[src/rtl/http_chunked_dechunker_unit_macros.svh]
// Assertion macros shared by the dechunker RTL.
// No dependencies; taken in by `include in the files that check their logic.
`ifndef HTTP_CHUNKED_DECHUNKER_UNIT_MACROS_SVH
`define HTTP_CHUNKED_DECHUNKER_UNIT_MACROS_SVH

// The consequent must hold in the same cycle as the antecedent.
`define HCD_ASSERT_NOW(label, clk, rst_n, ante, cons) \
  label: assert property (@(posedge clk) disable iff (!rst_n) (ante) |-> (cons)) \
    else $error("dechunker check failed");

// The consequent must hold in the cycle after the antecedent.
`define HCD_ASSERT_NEXT(label, clk, rst_n, ante, cons) \
  label: assert property (@(posedge clk) disable iff (!rst_n) (ante) |=> (cons)) \
    else $error("dechunker check failed");

`endif

[src/rtl/hcd_pkg.sv]
// Types, codes and constants of the chunked body decoder.
// No dependencies; imported by every module of the block.
`default_nettype none

package hcd_pkg;

  localparam int COUNT_BITS = 32;
  localparam int SIZE_W     = 32;
  localparam int QDEPTH     = 2;
  localparam int QPTR_W     = (QDEPTH > 1) ? $clog2(QDEPTH) : 1;
  localparam int QCNT_W     = $clog2(QDEPTH + 1);

  localparam logic [7:0] CH_CR    = 8'h0D;
  localparam logic [7:0] CH_LF    = 8'h0A;
  localparam logic [7:0] CH_SPACE = 8'h20;
  localparam logic [7:0] CH_TAB   = 8'h09;
  localparam logic [7:0] CH_VTAB  = 8'h0B;
  localparam logic [7:0] CH_FF    = 8'h0C;
  localparam logic [7:0] CH_MINUS = 8'h2D;
  localparam logic [7:0] CH_PLUS  = 8'h2B;
  localparam logic [7:0] CH_LOW_X = 8'h78;
  localparam logic [7:0] CH_UP_X  = 8'h58;

  localparam logic [SIZE_W-1:0] SIZE_MAX31 = 32'h7FFF_FFFF;

  typedef enum logic [3:0] {
    PH_BLANK,
    PH_SIGNED,
    PH_ZERO,
    PH_DIGITS,
    PH_SKIP,
    PH_LINE_LF,
    PH_PAYLOAD,
    PH_TRAIL_CR,
    PH_TRAIL_LF,
    PH_DONE,
    PH_FAIL
  } hcd_phase_e;

  typedef enum logic [1:0] {
    ST_RUN   = 2'd0,
    ST_LAST  = 2'd1,
    ST_ERROR = 2'd2
  } hcd_status_e;

  // One classified input byte.
  typedef struct packed {
    logic [7:0] body_byte;
    logic       last;
    logic       hex_ok;
    logic [3:0] hex_val;
    logic       blank;
    logic       cr;
    logic       lf;
    logic       minus;
    logic       plus;
    logic       x_mark;
  } hcd_item_t;

  // One result item.
  typedef struct packed {
    logic [7:0]  payload_byte;
    logic        payload_valid;
    hcd_status_e status;
    logic [31:0] decoded_length;
  } hcd_result_t;

endpackage

`default_nettype wire

[src/rtl/hcd_front.sv]
// Front end: classifies each accepted body byte and queues it for the decoder.
// Depends on hcd_pkg.
`default_nettype none

module hcd_front import hcd_pkg::*; (
  input  logic      clk_i,
  input  logic      rst_ni,
  input  logic      push,
  output logic      full,
  input  logic [7:0] body_byte_i,
  input  logic      buffer_end_i,
  output hcd_item_t item_o,
  output logic      empty_o,
  input  logic      pop_i
);

  hcd_item_t          cls;
  hcd_item_t          mem_q [QDEPTH];
  logic [QPTR_W-1:0]  wr_ptr_q, wr_ptr_d, rd_ptr_q, rd_ptr_d;
  logic [QCNT_W-1:0]  cnt_q, cnt_d;
  logic               do_push, do_pop;
  logic               is_dec, is_low, is_up;

  always_comb begin
    is_dec = (body_byte_i >= 8'h30) && (body_byte_i <= 8'h39);
    is_low = (body_byte_i >= 8'h61) && (body_byte_i <= 8'h66);
    is_up  = (body_byte_i >= 8'h41) && (body_byte_i <= 8'h46);
    cls.body_byte = body_byte_i;
    cls.last      = buffer_end_i;
    cls.hex_ok    = is_dec | is_low | is_up;
    cls.hex_val   = is_dec ? body_byte_i[3:0] : 4'(body_byte_i[3:0] + 4'd9);
    cls.blank     = (body_byte_i == CH_SPACE) || (body_byte_i == CH_TAB) ||
                    (body_byte_i == CH_VTAB) || (body_byte_i == CH_FF);
    cls.cr        = body_byte_i == CH_CR;
    cls.lf        = body_byte_i == CH_LF;
    cls.minus     = body_byte_i == CH_MINUS;
    cls.plus      = body_byte_i == CH_PLUS;
    cls.x_mark    = (body_byte_i == CH_LOW_X) || (body_byte_i == CH_UP_X);
  end

  assign full    = cnt_q == QCNT_W'(QDEPTH);
  assign empty_o = cnt_q == '0;
  assign do_push = push & ~full;
  assign do_pop  = pop_i & ~empty_o;
  assign item_o  = mem_q[rd_ptr_q];

  always_comb begin
    wr_ptr_d = wr_ptr_q;
    rd_ptr_d = rd_ptr_q;
    cnt_d    = cnt_q;
    if (do_push) begin
      wr_ptr_d = (wr_ptr_q == QPTR_W'(QDEPTH - 1)) ? '0 : QPTR_W'(wr_ptr_q + 1'b1);
    end
    if (do_pop) begin
      rd_ptr_d = (rd_ptr_q == QPTR_W'(QDEPTH - 1)) ? '0 : QPTR_W'(rd_ptr_q + 1'b1);
    end
    if (do_push && !do_pop) begin
      cnt_d = QCNT_W'(cnt_q + 1'b1);
    end else if (do_pop && !do_push) begin
      cnt_d = QCNT_W'(cnt_q - 1'b1);
    end
  end

  always_ff @(posedge clk_i) begin
    if (do_push) begin
      mem_q[wr_ptr_q] <= cls;
    end
  end

  always_ff @(posedge clk_i or negedge rst_ni) begin
    if (!rst_ni) begin
      wr_ptr_q <= '0;
      rd_ptr_q <= '0;
      cnt_q    <= '0;
    end else begin
      wr_ptr_q <= wr_ptr_d;
      rd_ptr_q <= rd_ptr_d;
      cnt_q    <= cnt_d;
    end
  end

endmodule

`default_nettype wire

[src/rtl/hcd_back.sv]
// Back end: the decoding state machine with size, remaining and length counters.
// Depends on hcd_pkg and the assertion macros header.
`default_nettype none
`include "http_chunked_dechunker_unit_macros.svh"

module hcd_back import hcd_pkg::*; (
  input  logic        clk_i,
  input  logic        rst_ni,
  input  hcd_item_t   item_i,
  input  logic        item_empty_i,
  output logic        item_pop_o,
  output hcd_result_t res_o,
  output logic        res_push_o,
  input  logic        res_full_i
);

  hcd_phase_e            phase_q, phase_d;
  logic [SIZE_W-1:0]     acc_q, acc_d, left_q, left_d, acc_shift, left_dec;
  logic [COUNT_BITS-1:0] cnt_q, cnt_d, cnt_inc;
  logic                  take, last, acc_zero, acc_ovf, shift_zero, from_start;
  logic                  valid;
  hcd_status_e           status;

  function automatic hcd_phase_e end_phase(logic zero, logic fin, hcd_item_t it);
    if (zero) return PH_DONE;
    if (fin || it.lf) return PH_FAIL;
    if (it.cr) return PH_LINE_LF;
    return PH_SKIP;
  endfunction

  function automatic hcd_status_e end_status(logic zero, logic fin, hcd_item_t it);
    if (zero) return ST_LAST;
    if (fin || it.lf) return ST_ERROR;
    return ST_RUN;
  endfunction

  assign take       = ~item_empty_i & ~res_full_i;
  assign item_pop_o = take;
  assign res_push_o = take;
  assign last       = item_i.last;
  assign acc_zero   = acc_q == '0;
  assign acc_ovf    = acc_q > (SIZE_MAX31 >> 4);
  assign acc_shift  = {acc_q[SIZE_W-5:0], item_i.hex_val};
  assign shift_zero = acc_zero && (item_i.hex_val == 4'd0);
  assign from_start = (phase_q == PH_BLANK) || (phase_q == PH_SIGNED);
  assign left_dec   = (left_q == '0) ? '0 : SIZE_W'(left_q - 1'b1);
  assign cnt_inc    = (phase_q == PH_PAYLOAD) ? COUNT_BITS'(cnt_q + 1'b1) : cnt_q;

  // Next state.
  always_comb begin
    phase_d = phase_q;
    acc_d   = acc_q;
    left_d  = left_q;
    cnt_d   = cnt_inc;
    unique case (phase_q)
      PH_BLANK, PH_SIGNED, PH_ZERO, PH_DIGITS: begin
        priority if (phase_q == PH_BLANK && item_i.blank && !last) begin
          phase_d = PH_BLANK;
        end else if (phase_q == PH_BLANK && item_i.blank) begin
          phase_d = end_phase(acc_zero, 1'b1, item_i);
        end else if (phase_q == PH_BLANK && item_i.minus) begin
          phase_d = PH_FAIL;
        end else if (phase_q == PH_BLANK && item_i.plus && !last) begin
          phase_d = PH_SIGNED;
        end else if (phase_q == PH_ZERO && item_i.x_mark) begin
          phase_d = last ? end_phase(acc_zero, 1'b1, item_i) : PH_DIGITS;
        end else if (item_i.hex_ok) begin
          if (acc_ovf) begin
            phase_d = PH_FAIL;
          end else begin
            acc_d = acc_shift;
            if (last) begin
              phase_d = end_phase(shift_zero, 1'b1, item_i);
            end else if (from_start && item_i.hex_val == 4'd0) begin
              phase_d = PH_ZERO;
            end else begin
              phase_d = PH_DIGITS;
            end
          end
        end else begin
          phase_d = end_phase(acc_zero, last, item_i);
        end
      end
      PH_SKIP: begin
        if (last || item_i.lf) begin
          phase_d = PH_FAIL;
        end else if (item_i.cr) begin
          phase_d = PH_LINE_LF;
        end
      end
      PH_LINE_LF: begin
        if (last || !item_i.lf) begin
          phase_d = PH_FAIL;
        end else begin
          left_d  = acc_q;
          phase_d = PH_PAYLOAD;
        end
      end
      PH_PAYLOAD: begin
        left_d = left_dec;
        if (last) begin
          phase_d = PH_FAIL;
        end else if (left_dec == '0) begin
          phase_d = PH_TRAIL_CR;
        end
      end
      PH_TRAIL_CR: begin
        phase_d = (last || !item_i.cr) ? PH_FAIL : PH_TRAIL_LF;
      end
      PH_TRAIL_LF: begin
        if (last || !item_i.lf) begin
          phase_d = PH_FAIL;
        end else begin
          phase_d = PH_BLANK;
          acc_d   = '0;
        end
      end
      PH_DONE, PH_FAIL: begin
        phase_d = phase_q;
      end
      default: begin
        phase_d = PH_FAIL;
      end
    endcase
    if (last) begin
      phase_d = PH_BLANK;
      acc_d   = '0;
      left_d  = '0;
      cnt_d   = '0;
    end
  end

  // Outputs.
  always_comb begin
    status = ST_RUN;
    valid  = 1'b0;
    unique case (phase_q)
      PH_BLANK, PH_SIGNED, PH_ZERO, PH_DIGITS: begin
        priority if (phase_q == PH_BLANK && item_i.blank && !last) begin
          status = ST_RUN;
        end else if (phase_q == PH_BLANK && item_i.blank) begin
          status = end_status(acc_zero, 1'b1, item_i);
        end else if (phase_q == PH_BLANK && item_i.minus) begin
          status = ST_ERROR;
        end else if (phase_q == PH_BLANK && item_i.plus && !last) begin
          status = ST_RUN;
        end else if (phase_q == PH_ZERO && item_i.x_mark) begin
          status = last ? end_status(acc_zero, 1'b1, item_i) : ST_RUN;
        end else if (item_i.hex_ok) begin
          if (acc_ovf) begin
            status = ST_ERROR;
          end else if (last) begin
            status = end_status(shift_zero, 1'b1, item_i);
          end
        end else begin
          status = end_status(acc_zero, last, item_i);
        end
      end
      PH_SKIP: begin
        status = (last || item_i.lf) ? ST_ERROR : ST_RUN;
      end
      PH_LINE_LF: begin
        status = (last || !item_i.lf) ? ST_ERROR : ST_RUN;
      end
      PH_PAYLOAD: begin
        valid  = 1'b1;
        status = last ? ST_ERROR : ST_RUN;
      end
      PH_TRAIL_CR: begin
        status = (last || !item_i.cr) ? ST_ERROR : ST_RUN;
      end
      PH_TRAIL_LF: begin
        status = (last || !item_i.lf) ? ST_ERROR : ST_RUN;
      end
      PH_DONE, PH_FAIL: begin
        status = ST_RUN;
      end
      default: begin
        status = ST_ERROR;
      end
    endcase
  end

  always_comb begin
    res_o.payload_byte   = valid ? item_i.body_byte : 8'd0;
    res_o.payload_valid  = valid;
    res_o.status         = status;
    res_o.decoded_length = 32'(cnt_inc);
  end

  always_ff @(posedge clk_i or negedge rst_ni) begin
    if (!rst_ni) begin
      phase_q <= PH_BLANK;
      acc_q   <= '0;
      left_q  <= '0;
      cnt_q   <= '0;
    end else if (take) begin
      phase_q <= phase_d;
      acc_q   <= acc_d;
      left_q  <= left_d;
      cnt_q   <= cnt_d;
    end
  end

  `HCD_ASSERT_NOW(a_valid_in_payload, clk_i, rst_ni, take && res_o.payload_valid, phase_q == PH_PAYLOAD)
  `HCD_ASSERT_NOW(a_size_in_range, clk_i, rst_ni, 1'b1, acc_q <= SIZE_MAX31)
  `HCD_ASSERT_NEXT(a_end_restarts, clk_i, rst_ni, take && last, phase_q == PH_BLANK && cnt_q == '0)
  `HCD_ASSERT_NEXT(a_halt_holds, clk_i, rst_ni, take && !last && (phase_q == PH_DONE || phase_q == PH_FAIL), phase_q == $past(phase_q))

endmodule

`default_nettype wire

[src/rtl/hcd_out_queue.sv]
// Result queue that holds finished result items until they are taken.
// Depends on hcd_pkg.
`default_nettype none

module hcd_out_queue import hcd_pkg::*; (
  input  logic        clk_i,
  input  logic        rst_ni,
  input  hcd_result_t res_i,
  input  logic        push_i,
  output logic        full_o,
  output hcd_result_t res_o,
  output logic        empty,
  input  logic        pop
);

  hcd_result_t        mem_q [QDEPTH];
  logic [QPTR_W-1:0]  wr_ptr_q, wr_ptr_d, rd_ptr_q, rd_ptr_d;
  logic [QCNT_W-1:0]  cnt_q, cnt_d;
  logic               do_push, do_pop;

  assign full_o  = cnt_q == QCNT_W'(QDEPTH);
  assign empty   = cnt_q == '0;
  assign do_push = push_i & ~full_o;
  assign do_pop  = pop & ~empty;
  assign res_o   = mem_q[rd_ptr_q];

  always_comb begin
    wr_ptr_d = wr_ptr_q;
    rd_ptr_d = rd_ptr_q;
    cnt_d    = cnt_q;
    if (do_push) begin
      wr_ptr_d = (wr_ptr_q == QPTR_W'(QDEPTH - 1)) ? '0 : QPTR_W'(wr_ptr_q + 1'b1);
    end
    if (do_pop) begin
      rd_ptr_d = (rd_ptr_q == QPTR_W'(QDEPTH - 1)) ? '0 : QPTR_W'(rd_ptr_q + 1'b1);
    end
    if (do_push && !do_pop) begin
      cnt_d = QCNT_W'(cnt_q + 1'b1);
    end else if (do_pop && !do_push) begin
      cnt_d = QCNT_W'(cnt_q - 1'b1);
    end
  end

  always_ff @(posedge clk_i) begin
    if (do_push) begin
      mem_q[wr_ptr_q] <= res_i;
    end
  end

  always_ff @(posedge clk_i or negedge rst_ni) begin
    if (!rst_ni) begin
      wr_ptr_q <= '0;
      rd_ptr_q <= '0;
      cnt_q    <= '0;
    end else begin
      wr_ptr_q <= wr_ptr_d;
      rd_ptr_q <= rd_ptr_d;
      cnt_q    <= cnt_d;
    end
  end

endmodule

`default_nettype wire

[src/rtl/http_chunked_dechunker_unit.sv]
// Top level of the chunked HTTP body decoder.
// Depends on hcd_pkg, hcd_front, hcd_back and hcd_out_queue.
//
// Takes one body byte per transfer and returns exactly one result per byte:
// the payload byte with its valid flag, a status (running, last chunk, error)
// and the payload length counted so far in the current buffer. A byte can be
// accepted in every clock cycle unless the input queue is full; the decoding
// state machine retires one byte per cycle unless the input queue is empty or
// the result queue is full. Two-entry queues on the input and the result side
// let each side stall on its own. A byte marked as buffer end returns the
// decoder to its reset state once its result is produced.
`default_nettype none

module http_chunked_dechunker_unit import hcd_pkg::*; (
  input  logic        clk_i,
  input  logic        rst_ni,
  input  logic        push,
  output logic        full,
  input  logic [7:0]  body_byte_i,
  input  logic        buffer_end_i,
  output logic        empty,
  input  logic        pop,
  output logic [7:0]  payload_byte_o,
  output logic        payload_valid_o,
  output logic [1:0]  status_o,
  output logic [31:0] decoded_length_o
);

  hcd_item_t   item;
  hcd_result_t res_new, res_out;
  logic        item_empty, item_pop, res_push, res_full;

  hcd_front u_front (
    .clk_i       (clk_i),
    .rst_ni      (rst_ni),
    .push        (push),
    .full        (full),
    .body_byte_i (body_byte_i),
    .buffer_end_i(buffer_end_i),
    .item_o      (item),
    .empty_o     (item_empty),
    .pop_i       (item_pop)
  );

  hcd_back u_back (
    .clk_i       (clk_i),
    .rst_ni      (rst_ni),
    .item_i      (item),
    .item_empty_i(item_empty),
    .item_pop_o  (item_pop),
    .res_o       (res_new),
    .res_push_o  (res_push),
    .res_full_i  (res_full)
  );

  hcd_out_queue u_out_queue (
    .clk_i (clk_i),
    .rst_ni(rst_ni),
    .res_i (res_new),
    .push_i(res_push),
    .full_o(res_full),
    .res_o (res_out),
    .empty (empty),
    .pop   (pop)
  );

  assign payload_byte_o   = res_out.payload_byte;
  assign payload_valid_o  = res_out.payload_valid;
  assign status_o         = res_out.status;
  assign decoded_length_o = res_out.decoded_length;

endmodule

`default_nettype wire

[config.mk]
export PLATFORM = sky130hd
export DESIGN_NAME = http_chunked_dechunker_unit
export DESIGN_NICKNAME = d
export VERILOG_FILES = /design/src/rtl/hcd_pkg.sv /design/src/rtl/hcd_front.sv /design/src/rtl/hcd_back.sv /design/src/rtl/hcd_out_queue.sv /design/src/rtl/http_chunked_dechunker_unit.sv
export VERILOG_INCLUDE_DIRS = /design/src /design/src/rtl
export SDC_FILE = /design/constraint.sdc
export NUM_CORES = 1
export LEC_CHECK = 0
export BUFFER_PORTS_ARGS = -buffer_cell sky130_fd_sc_hd__buf_2
export CAP_MARGIN = 20
export CORE_UTILIZATION = 25
export DETAILED_ROUTE_END_ITERATION = 7
export PLACE_DENSITY = 0.39
export SYNTH_ARGS = -nofsm -noshare
export SYNTH_HDL_FRONTEND = slang
export SYNTH_HIERARCHICAL = 1
export SYNTH_SLANG_ARGS = --single-unit
[constraint.sdc]
create_clock -name clk_i -period 4.73 [get_ports clk_i]
set_input_delay 0.2365 -clock clk_i [delete_from_list [all_inputs] [get_ports clk_i]]
set_output_delay 0.2365 -clock clk_i [all_outputs]
set_load 0.02 [all_outputs]
==> metrics.cfg <==
[timing]
slew_viol_final=0
min_period_over_period_pct=73.4
finalHoldViolCount=0
slew_headroom_pct=44.4
rsz0062_at_grt=false
setup_violations=0
finClkSkew_ps=19.4
finalSetupTns_ps=0
fmaxAchievable_mhz=288
fin_crit_ps=3470
worst_pin_slew_ps=827
worst_hold_slack_ps=35.0

[setup_path]
max_stage_delay_ps=670
cp-end-kind=register
reg2reg_depth=10
cp_max_fo=7
path_cells=inv_1 -> ha_1 -> or4b_2 -> nor4_1 -> xnor2_1 -> nand2_1 -> nor4b_1 -> nand4_1 -> a32oi_1 -> a21bo_1
criticalPathCategory=reg -> reg
cp_slowest_cell=or4b_2
crit_arrival_ps=3910
required_ps=5170
startpoint_type=register

[placed_design]
postPlaceCellArea_sq_um=12900
place_hpwl_um=20600
portBuffers=57
gp_congestion=0.812

[global_route]
grt_overflow=0
antenna_found_initial=0
grt_pass1_vias=8369
grt_pass1_wl_um=49200
grt_max_degree=54
grtUsageTotal_pct=12.6

[clock_tree]
clock-sinks=234
cts_setup_buffers=0
worstSkewPairLatency_ps=560
cts_made_buffers=28
tritoncts=built
h-tree-depth=1
path_clk_slew_ps=60
root_buffer=clkbuf_16
cts_buffer_depth=3

[hold_path]
hold_path_depth=3
holdCritPathClass=in -> reg

[yosys]
syn_inst=1110
ys_top_cells_by_area=edfxtp_1 32%, dfrtp_1 23%, mux2_4 4.9%, o21ai_0 4.4%, nand2_1 3.7%
ys.flop_type=edfxtp_1
synth_area_sq_um=12000
avgSynthCellArea_sq_um=10.8
async_reset_ff_share_pct=46.2
ys.warnings.count=6
ys_types=73
yosysTopAreaCellShare_pct=31.5
synth-edff-count=126
ys_ff_latch=234
yosys.area.top_type=edfxtp_1
synth_nets=1132
ys_seq_area_share_pct=54.1

[route]
vias=8512
post_drt_wl_per_cell_um=17.5
drc=0
top_layer_used=met4
wl_met3_um=1090
drtPass1Iterations=5
wl_met2_um=14600
met1Wirelength_um=14800
final_antenna_net_count=0
vias_per_cell=4.76
routed_wl_um=31200
drt_iter0_markers=513

[cells_and_area]
n_antenna_cell=0
fill_cells=4827
final_nets=1182
syn_to_final_growth_pct=17.0
final_area_sq_um=14000
drive_above_1_share_pct=18.0

[floorplan]
die_h_um=221
fp-row-count=79
coreArea_sq_um=47000
io_pins=58
start_util_pct=25.5
die_area_sq_um=48900
die_x_um=221

[job]
cap_violations=0

[run_status]
status=complete, no violations

[power_and_ir_drop]
ir_worst_vdd_v=0.000272
p_leak_nw=5.70
powerDensity_nw_per_um2=629

## state kept, by name (all words and copies together), names as in the netlist
register,count
u_out_queue/cnt_q,2
u_out_queue/rd_ptr_q,1
u_back/phase_q,4
u_front/mem_q,40
u_front/wr_ptr_q,1
u_out_queue/mem_q,86
u_front/rd_ptr_q,1
u_out_queue/wr_ptr_q,1
u_back/left_q,32
u_back/acc_q,32
u_back/cnt_q,32
u_front/cnt_q,2
## worst max-delay path, delay by kind of cell (launching register included)
family / cells / cell delay, ps
AO/OA/AOI/OAI: 2 / 480
XOR/XNOR: 1 / 190
adder cells (fa/ha/maj): 1 / 290
buffers and inverters: 1 / 130
flip-flops: 1 / 390
AND/OR/NAND/NOR: 5 / 1900
## area by class of cell
cell class	count	area (sq um)	share of cell area, %
Multi-Input combinational cell	786	5110	36.4
Timing Repair Buffer	94	596	4.25
Clock buffer	40	807	5.75
Inverter	16	60.1	0.428
Sequential cell	234	6490	46.2
Clock inverter	12	208	1.48
Tap cell	607	759	5.41
## per-layer routing
layer  global-route usage (%)  vias to the layer above
li1                         -                     4162
met1                     17.3                     4157
met2                     20.3                      143
met3                     1.93                       50
met4                     3.77                        0
met5                        0                        -
## where the power goes
part           internal [mW]  switching, mW  total (mW)
Sequential              2.76          0.286        3.05
Clock                   1.50          0.854        2.36
Combinational           1.25           2.18        3.42
## cell usage after synthesis, types with 12 or more instances
cell	instances
nand4_1	13
inv_1	15
and3_1	12
nand2b_1	12
mux2_2	25
nor3_1	43
o21ai_0	105
dfrtp_1	108
nor2_1	76
xor2_1	26
edfxtp_1	126
a22oi_1	15
nor2b_1	13
xnor2_1	35
mux2i_1	16
nand2_1	117
clkbuf_1	59
mux2_4	39
nor4_1	18
nand3_1	55
a21oi_1	40
a22o_1	13
## placed cells by master, fill, tap and decap left out, types with 11 or more instances in the layout
master and n:
nand3_1 55, and3_1 11, o21ai_0 105, dfrtp_1 107
inv_1 15, xor2_1 26, clkbuf_16 29, nor2_1 74
mux2_4 39, buf_2 56, mux2_2 25, a22o_1 13
a22oi_1 15, edfxtp_1 126, and2_1 11, o31ai_1 11
buf_4 28, nand2b_1 12, mux2i_1 16, nor4_1 18
nand4_1 13, nand2_1 117, a21oi_1 39, xnor2_1 35
nor2b_1 13, nor3_1 43
## stage by stage
step | instances | setup WS (ps) | util (%) | power [mW]
global route | 1789 | 914 | 29.9 | 9.39
CTS | 1788 | 1250 | 29.8 | 8.98
detailed placement | 1727 | 1260 | 27.5 | 6.57
global placement | 1727 | 1370 | 27.5 | 6.58
floorplan | 1110 | 1090 | - | 5.51
finish | 1789 | 1260 | 29.9 | 8.83
## final timing paths
path / slack [ps] / start / end
hold reg to reg: 490 / u_front/wr_ptr_q / u_front/wr_ptr_q
min in group asynchronous: 250 / rst_ni / u_back/cnt_q[8]
setup / recovery: 1260 / u_back/left_q[0] / u_back/phase_q[1]
max in group asynchronous: 3480 / rst_ni / u_out_queue/rd_ptr_q
hold / removal: 40 / pop / u_out_queue/rd_ptr_q
setup reg to reg: 1260 / u_back/left_q[0] / u_back/phase_q[1]
## timing repair
item                                   in CTS  in global routing
endpoints found under the hold margin      56                  0
gates resized for setup                     0                  0
hold buffers                                9                  0
## cells by family after synthesis
family | Yosys count | share of synthesized area [%]
compound gates | 229 | 11.7
xor+xnor | 61 | 4.45
fa+ha+maj | 9 | 0.939
buf+inv | 90 | 3.53
flops | 234 | 54.1
mux | 80 | 8.56
simple gates | 407 | 16.8
Note: power is estimated with default switching activity, not from simulation.
